<file path="src/sv/dsr_pkg.sv">
package dsr_pkg;

    localparam int unsigned ByteW = 8;

    // Parser position, one flop per phase.
    typedef enum logic [10:0] {
        PH_SEQ_TAG = 11'b000_0000_0001,
        PH_TOT_LEN = 11'b000_0000_0010,
        PH_R_TAG   = 11'b000_0000_0100,
        PH_R_LEN   = 11'b000_0000_1000,
        PH_R_FIRST = 11'b000_0001_0000,
        PH_R_BODY  = 11'b000_0010_0000,
        PH_S_TAG   = 11'b000_0100_0000,
        PH_S_LEN   = 11'b000_1000_0000,
        PH_S_FIRST = 11'b001_0000_0000,
        PH_S_BODY  = 11'b010_0000_0000,
        PH_DONE    = 11'b100_0000_0000
    } phase_t;

    localparam logic [ByteW-1:0] LeadZero = 8'h00;

    // One raw output item.
    typedef struct packed {
        logic [ByteW-1:0] data;
        logic             is_s;
        logic             last;
    } raw_item_t;

endpackage

</file>
<file path="src/sv/dsr_parser.sv">
module dsr_parser (
    input  logic                          clk,
    input  logic                          rst_n,
    input  logic                          advance,
    input  logic [dsr_pkg::ByteW-1:0]     in_byte,
    input  logic                          in_last,
    output logic                          emit,
    output dsr_pkg::raw_item_t            result
);

    dsr_pkg::phase_t               phase_reg;
    dsr_pkg::phase_t               phase_next;
    logic [dsr_pkg::ByteW-1:0]     left_reg;
    logic [dsr_pkg::ByteW-1:0]     left_next;
    logic [dsr_pkg::ByteW-1:0]     left_dec;
    logic                          in_value;
    logic                          first;
    logic                          is_s;

    assign left_dec = left_reg - 8'd1;

    always_comb
    begin
        phase_next = phase_reg;
        left_next  = left_reg;
        in_value   = 1'b0;
        first      = 1'b0;
        is_s       = 1'b0;
        unique case (phase_reg)
            dsr_pkg::PH_SEQ_TAG: phase_next = dsr_pkg::PH_TOT_LEN;
            dsr_pkg::PH_TOT_LEN: phase_next = dsr_pkg::PH_R_TAG;
            dsr_pkg::PH_R_TAG:   phase_next = dsr_pkg::PH_R_LEN;
            dsr_pkg::PH_R_LEN:
            begin
                left_next  = in_byte;
                phase_next = (in_byte == '0) ? dsr_pkg::PH_S_TAG : dsr_pkg::PH_R_FIRST;
            end
            dsr_pkg::PH_R_FIRST:
            begin
                in_value = 1'b1;
                first    = 1'b1;
            end
            dsr_pkg::PH_R_BODY:  in_value = 1'b1;
            dsr_pkg::PH_S_TAG:   phase_next = dsr_pkg::PH_S_LEN;
            dsr_pkg::PH_S_LEN:
            begin
                left_next  = in_byte;
                phase_next = (in_byte == '0) ? dsr_pkg::PH_DONE : dsr_pkg::PH_S_FIRST;
            end
            dsr_pkg::PH_S_FIRST:
            begin
                in_value = 1'b1;
                first    = 1'b1;
                is_s     = 1'b1;
            end
            dsr_pkg::PH_S_BODY:
            begin
                in_value = 1'b1;
                is_s     = 1'b1;
            end
            default:             phase_next = dsr_pkg::PH_DONE;
        endcase

        if (in_value)
        begin
            left_next = left_dec;
            if (left_dec == '0)
                phase_next = is_s ? dsr_pkg::PH_DONE : dsr_pkg::PH_S_TAG;
            else
                phase_next = is_s ? dsr_pkg::PH_S_BODY : dsr_pkg::PH_R_BODY;
        end

        if (in_last)
        begin
            phase_next = dsr_pkg::PH_SEQ_TAG;
            left_next  = '0;
        end
    end

    // A leading zero on the first value byte is dropped.
    assign emit        = in_value && !(first && in_byte == dsr_pkg::LeadZero);
    assign result.data = in_byte;
    assign result.is_s = is_s;
    assign result.last = is_s && (left_reg == 8'd1);

    always_ff @(posedge clk or negedge rst_n)
    begin
        if (!rst_n)
        begin
            phase_reg <= dsr_pkg::PH_SEQ_TAG;
            left_reg  <= '0;
        end
        else if (advance)
        begin
            phase_reg <= phase_next;
            left_reg  <= left_next;
        end
    end

endmodule

</file>
<file path="src/sv/dsr_out_reg.sv">
module dsr_out_reg (
    input  logic                  clk,
    input  logic                  rst_n,
    input  logic                  load,
    input  dsr_pkg::raw_item_t    item,
    output logic                  free,
    output logic                  valid,
    input  logic                  ready,
    output dsr_pkg::raw_item_t    held
);

    logic               valid_reg;
    logic               valid_next;
    dsr_pkg::raw_item_t item_reg;

    // The slot can be refilled in the same cycle its item is taken.
    assign free = !valid_reg || ready;

    always_comb
    begin
        valid_next = valid_reg;
        if (ready)
            valid_next = 1'b0;
        if (load)
            valid_next = 1'b1;
    end

    always_ff @(posedge clk or negedge rst_n)
    begin
        if (!rst_n)
            valid_reg <= 1'b0;
        else
            valid_reg <= valid_next;
    end

    always_ff @(posedge clk)
    begin
        if (load)
            item_reg <= item;
    end

    assign valid = valid_reg;
    assign held  = item_reg;

endmodule

</file>
<file path="src/sv/der_signature_to_raw_core.sv">
// DER ECDSA signature to raw r and s bytes.
//
// The slave stream carries the DER encoding one byte per item, with tlast on
// the final byte of each signature. The master stream carries the value bytes
// of r and then of s, with a zero first byte of each integer dropped; tuser
// is high on bytes of s and tlast is high on the final byte of s.
// Tags and the total length are skipped without checks, and bytes after s are
// ignored until the input tlast, which returns the parser to its start.
//
// Each item passes an input register and then the parser, whose result is
// written into an output register that drives the master side. One item is
// taken every cycle while the master side keeps up, because the parser
// handles one byte per cycle.
// When the master side stalls, the output register holds its item, the input
// register fills, and s_axis_tready falls until the master side takes the
// held item.
// Reset empties both registers and puts the parser back to expect a sequence
// tag with no value bytes pending.
module der_signature_to_raw_core (
    input  logic       clk,
    input  logic       rst_n,
    input  logic       s_axis_tvalid,
    output logic       s_axis_tready,
    input  logic [7:0] s_axis_tdata,   // [7:0] in_byte
    input  logic       s_axis_tlast,   // in_last
    output logic       m_axis_tvalid,
    input  logic       m_axis_tready,
    output logic [7:0] m_axis_tdata,   // [7:0] out_byte
    output logic       m_axis_tuser,   // [0] out_is_s
    output logic       m_axis_tlast    // out_last
);

    logic                      in_valid_reg;
    logic                      in_valid_next;
    logic [dsr_pkg::ByteW-1:0] in_byte_reg;
    logic                      in_last_reg;
    logic                      advance;
    logic                      emit;
    logic                      out_free;
    dsr_pkg::raw_item_t        result;
    dsr_pkg::raw_item_t        held;

    // The held byte moves into the parser only when the output register can
    // take whatever it produces.
    assign advance       = in_valid_reg && out_free;
    assign s_axis_tready = !in_valid_reg || advance;

    always_comb
    begin
        in_valid_next = in_valid_reg;
        if (advance)
            in_valid_next = 1'b0;
        if (s_axis_tvalid && s_axis_tready)
            in_valid_next = 1'b1;
    end

    always_ff @(posedge clk or negedge rst_n)
    begin
        if (!rst_n)
            in_valid_reg <= 1'b0;
        else
            in_valid_reg <= in_valid_next;
    end

    always_ff @(posedge clk)
    begin
        if (s_axis_tvalid && s_axis_tready)
        begin
            in_byte_reg <= s_axis_tdata;
            in_last_reg <= s_axis_tlast;
        end
    end

    dsr_parser u_parser (
        .clk     (clk),
        .rst_n   (rst_n),
        .advance (advance),
        .in_byte (in_byte_reg),
        .in_last (in_last_reg),
        .emit    (emit),
        .result  (result)
    );

    dsr_out_reg u_out (
        .clk   (clk),
        .rst_n (rst_n),
        .load  (advance && emit),
        .item  (result),
        .free  (out_free),
        .valid (m_axis_tvalid),
        .ready (m_axis_tready),
        .held  (held)
    );

    assign m_axis_tdata = held.data;
    assign m_axis_tuser = held.is_s;
    assign m_axis_tlast = held.last;

endmodule
</file>
<file path="config.mk">
export PLATFORM = sky130hd
export DESIGN_NAME = der_signature_to_raw_core
export DESIGN_NICKNAME = d
export VERILOG_FILES = /design/src/sv/dsr_pkg.sv /design/src/sv/dsr_parser.sv /design/src/sv/dsr_out_reg.sv /design/src/sv/der_signature_to_raw_core.sv
export SDC_FILE = /design/constraint.sdc
export NUM_CORES = 1
export LEC_CHECK = 0
export BUFFER_PORTS_ARGS = -buffer_cell sky130_fd_sc_hd__buf_2
export CAP_MARGIN = 10
export CORE_UTILIZATION = 57
export DETAILED_ROUTE_END_ITERATION = 12
export HOLD_SLACK_MARGIN = 0.02
export PLACE_DENSITY = 0.8
export SETUP_SLACK_MARGIN = 0.15
export SYNTH_ARGS = -nofsm -noshare
export SYNTH_HDL_FRONTEND = slang
export SYNTH_SLANG_ARGS = --single-unit
export TNS_END_PERCENT = 30
</file>
<file path="constraint.sdc">
create_clock -name clk -period 3.2 [get_ports clk]
set_clock_uncertainty 0.15 [all_clocks]
set_input_delay 0.16 -clock clk [delete_from_list [all_inputs] [get_ports clk]]
set_output_delay 0.16 -clock clk [all_outputs]
set_load 0.02 [all_outputs]
</file>
==> impl_metrics.csv <==
group,metric,value,unit
detailed_routing,vias_per_cell,6.22,
synth,syn_area,2080,um^2
global_routing,grt_pass1_wl,8.14,mm
clock_tree,cts_tree,"yes",
synth,avgSynthCellArea,10.8,um^2
placed_design,placed_cells,256,
synth,synth_edf_count,19,
floorplan,floorplan.die.width,62.3,um
synth,postSynthNetCount,208,
synth,synth_top_area_share,27.5,%
worst_setup_path,r2r-end,"u_out.held[4]",
power_and_ir_drop,p_sw_share,26.5,%
finish,area_delta_synth_final,15.2,%
sta,setup_viol,0,
clock_tree,clk_path_buf_depth,2,
synth,ys_seq_elements,40,
sta,period_share,82.7,%
power_and_ir_drop,vdd_ir_drop_max,0.374,mV
run_status,status,"finished clean",
placed_design,dp_slack,600,ps
detailed_routing,final_antenna_net_count,0,
floorplan,rows,21,
min_path,holdPathStages,3,
worst_setup_path,r2r_slack,550,ps
clock_tree,cts_buffers,5,
detailed_routing,route.detailed.drc,0,
finish,final_util,70.0,%
floorplan,io_pins,25,
finish,instances_no_fill,275,
floorplan,dieArea,3890,um^2
detailed_routing,avgRoutedWirePerCell,17.8,um
power_and_ir_drop,power_frac_comb,11.6,%
sta,rsz0062_at_grt,"no",
power_and_ir_drop,p_seq_share,61.7,%
worst_setup_path,startpoint_type,"flip-flop",
clock_tree,cts_root_buf,"clkbuf_4",
floorplan,die_h,62.3,um
finish,antenna_cells,0,
detailed_routing,wl,4.89,mm
sta,finalWorstSetupSlack,554,ps
sta,finalSetupTns,0,ps
synth,async_flop_share,52.5,%
finish,drive_above_1_share,18.8,%
finish,fill_cells,265,
worst_setup_path,cp_max_fo,10,
sta,clock.fmax,0.378,GHz
detailed_routing,dr_total_vias,1710,
power_and_ir_drop,p_int,692,uW
min_path,worstHoldEndpoint,"u_out.valid",
synth,synthCells,192,
floorplan,core_area,3420,um^2
detailed_routing,drt_iter0_markers,195,
synth,synthFlopType,"dfrtp_1",
worst_setup_path,cp_data_arrival_time,2560,ps
finish,largest_reg_flops,11,
worst_setup_path,required,3120,ps
placed_design,gp_congestion,0.903,
global_routing,track_usage,27.6,%
synth,synth_cell_type_count,53,
worst_setup_path,critical_path_class,"flip-flop to flip-flop",
sta,worst_pin_slew,653,ps
sta,final_max_slew_viol_count,0,
clock_tree,clk_latency,350,ps
worst_setup_path,r2r-start,"u_parser.phase_reg[3]",
sta,relSlewSlack,56.2,%
power_and_ir_drop,power.share.clock,26.7,%
placed_design,port_buffers,24,
power_and_ir_drop,p_sw,250,uW
synth,ys_warn_count,0,
global_routing,antenna_found_initial,0,
clock_tree,cts.sinks,40,
power_and_ir_drop,powerDensity,394,nW/um^2
synth,yosys-top-cells-area,"edfxtp_1 (27%), dfrtp_1 (24%), nand2_1 (3.4%)",
clock_tree,cts_setup_buffers,0,
sta,hold_viol,0,
global_routing,grt_max_degree,22,
power_and_ir_drop,p_total,942,uW
floorplan,start_util,60.8,%
synth,yosysTopAreaCell,"edfxtp_1",
global_routing,gr-total-overflow,0,
placed_design,hpwl,3.41,mm
worst_setup_path,crit_path_end_kind,"flip-flop",
min_path,hold_class,"input pin to flip-flop",
job,cap_violations,0,
synth,seq_area_frac_synth,52.9,%
min_path,hp-start,"m_axis_tready",
global_routing,grt_pass1_vias,1651,
detailed_routing,dr.pass1.iters,4,
clock_tree,clkTransAtPathRegs,120,ps
sta,period_minus_slack,2650,ps
power_and_ir_drop,power.leakage,0.000961,uW
clock_tree,h-tree-depth,2,
finish,fin_nets,244,
worst_setup_path,worstRegToRegCells,6,
==> cells in the mapped netlist (2+ instances only) <==
| cell type | instances |
|---|---|
| nand3_1 | 6 |
| nor2_1 | 11 |
| xnor2_1 | 3 |
| o211ai_1 | 3 |
| xor2_1 | 4 |
| nand4_1 | 6 |
| inv_1 | 7 |
| and2_1 | 5 |
| nor4_1 | 4 |
| or3_1 | 4 |
| o2bb2ai_1 | 2 |
| nor3_1 | 4 |
| clkbuf_1 | 4 |
| a32o_1 | 2 |
| or4_1 | 2 |
| nand3b_1 | 3 |
| buf_2 | 3 |
| o21ai_0 | 12 |
| o41ai_1 | 2 |
| a22o_1 | 2 |
| a32oi_1 | 4 |
| edfxtp_1 | 19 |
| ha_1 | 3 |
| a22oi_1 | 2 |
| nor3b_1 | 2 |
| a21o_1 | 2 |
| dfrtp_1 | 20 |
| and3_1 | 5 |
| nand2_1 | 19 |
| nand2b_1 | 3 |
| o31ai_1 | 2 |
==> power groups by stage <==
stage | clock (uW) | sequential (uW) | combinational (uW)
2_1_floorplan | 0 | 581 | 71.4
3_3_place_gp | 0 | 590 | 95.0
3_5_place_dp | 0 | 591 | 97.0
4_1_cts | 255 | 580 | 108
5_1_grt | 274 | 584 | 122
6_report | 252 | 581 | 109
==> area by class of cell <==
class | count | area (um^2) | share of cell area, %
repair buffers | 37 | 245 | 10.3
flip-flops and latches | 40 | 1100 | 45.9
clock buffers | 6 | 41.3 | 1.73
multi-input cells | 137 | 911 | 38.1
clock inverters | 2 | 12.5 | 0.523
inverters | 7 | 26.3 | 1.10
well taps | 46 | 57.6 | 2.41
==> logic make-up (layout without fill, tap and decap cells) <==
| group | count (synthesis) | count (layout) | share of synthesized area [%] |
|---|---|---|---|
| compound gates | 41 | 41 | 14.8 |
| xor+xnor | 7 | 7 | 2.95 |
| fa+ha+maj | 4 | 4 | 2.29 |
| buf+inv | 15 | 52 | 3.25 |
| flops | 40 | 40 | 52.9 |
| mux | 1 | 1 | 0.542 |
| simple gates | 84 | 84 | 23.3 |
==> placed cells by master (no fill, tap or decap), types with 2 or more instances in the layout <==
| cell | count |
|---|---|
| a21o_1 | 2 |
| a22o_1 | 2 |
| a22oi_1 | 2 |
| a32o_1 | 2 |
| a32oi_1 | 4 |
| and2_1 | 5 |
| and3_1 | 5 |
| buf_2 | 24 |
| buf_4 | 2 |
| clkbuf_4 | 5 |
| dfrtp_1 | 20 |
| dlygate4sd3_1 | 11 |
| edfxtp_1 | 19 |
| ha_1 | 3 |
| inv_1 | 7 |
| nand2_1 | 19 |
| nand2b_1 | 3 |
| nand3_1 | 6 |
| nand3b_1 | 3 |
| nand4_1 | 6 |
| nor2_1 | 11 |
| nor3_1 | 4 |
| nor3b_1 | 2 |
| nor4_1 | 4 |
| o211ai_1 | 3 |
| o21ai_0 | 12 |
| o2bb2ai_1 | 2 |
| o31ai_1 | 2 |
| o41ai_1 | 2 |
| or3_1 | 4 |
| or4_1 | 2 |
| xnor2_1 | 3 |
| xor2_1 | 4 |
==> metrics by stage <==
step                hold slack, ps  instance area [um^2]
global route                   118                  2390
CTS                           56.8                  2390
global placement             -4.81                  2230
floorplan                     -286                  2080
detailed placement            4.76                  2230
finish                        63.8                  2390
==> how the worst max path moves through the flow <==
stage	startpoint	to	slack, ps	cells past startpoint
after detailed placement	u_parser.phase_reg[3]	u_out.held[1]	600	6
after global placement	u_parser.phase_reg[1]	u_out.held[9]	650	6
after CTS	u_parser.phase_reg[1]	u_out.held[4]	580	6
final	u_parser.phase_reg[3]	u_out.held[4]	550	6
after global routing	u_parser.phase_reg[1]	u_out.held[4]	370	6
after floorplan	u_parser.phase_reg[3]	u_out.held[0]	770	7
==> what timing repair did <==
item,in CTS,in global routing
gates resized for setup,0,0
hold endpoints to repair,31,0
endpoints found under the setup margin,0,0
hold buffers,11,0
==> layer usage <==
layer | vias up | track usage, % | wire [um]
met2 | 60 | 45.3 | 2480
met3 | 10 | 4.96 | 272
met5 | - | 0 | 0
li1 | 802 | - | -
met4 | 0 | 11.0 | 82
met1 | 838 | 36.3 | 2060
==> worst max-delay path: stages (launching register included) <==
cell and delay, ps:
dfrtp_1 510, nor4_2 450, and3b_1 330, and2_0 440
o41ai_1 180, nor2_1 120, buf_4 200
Power figures use the tool's default switching activity.
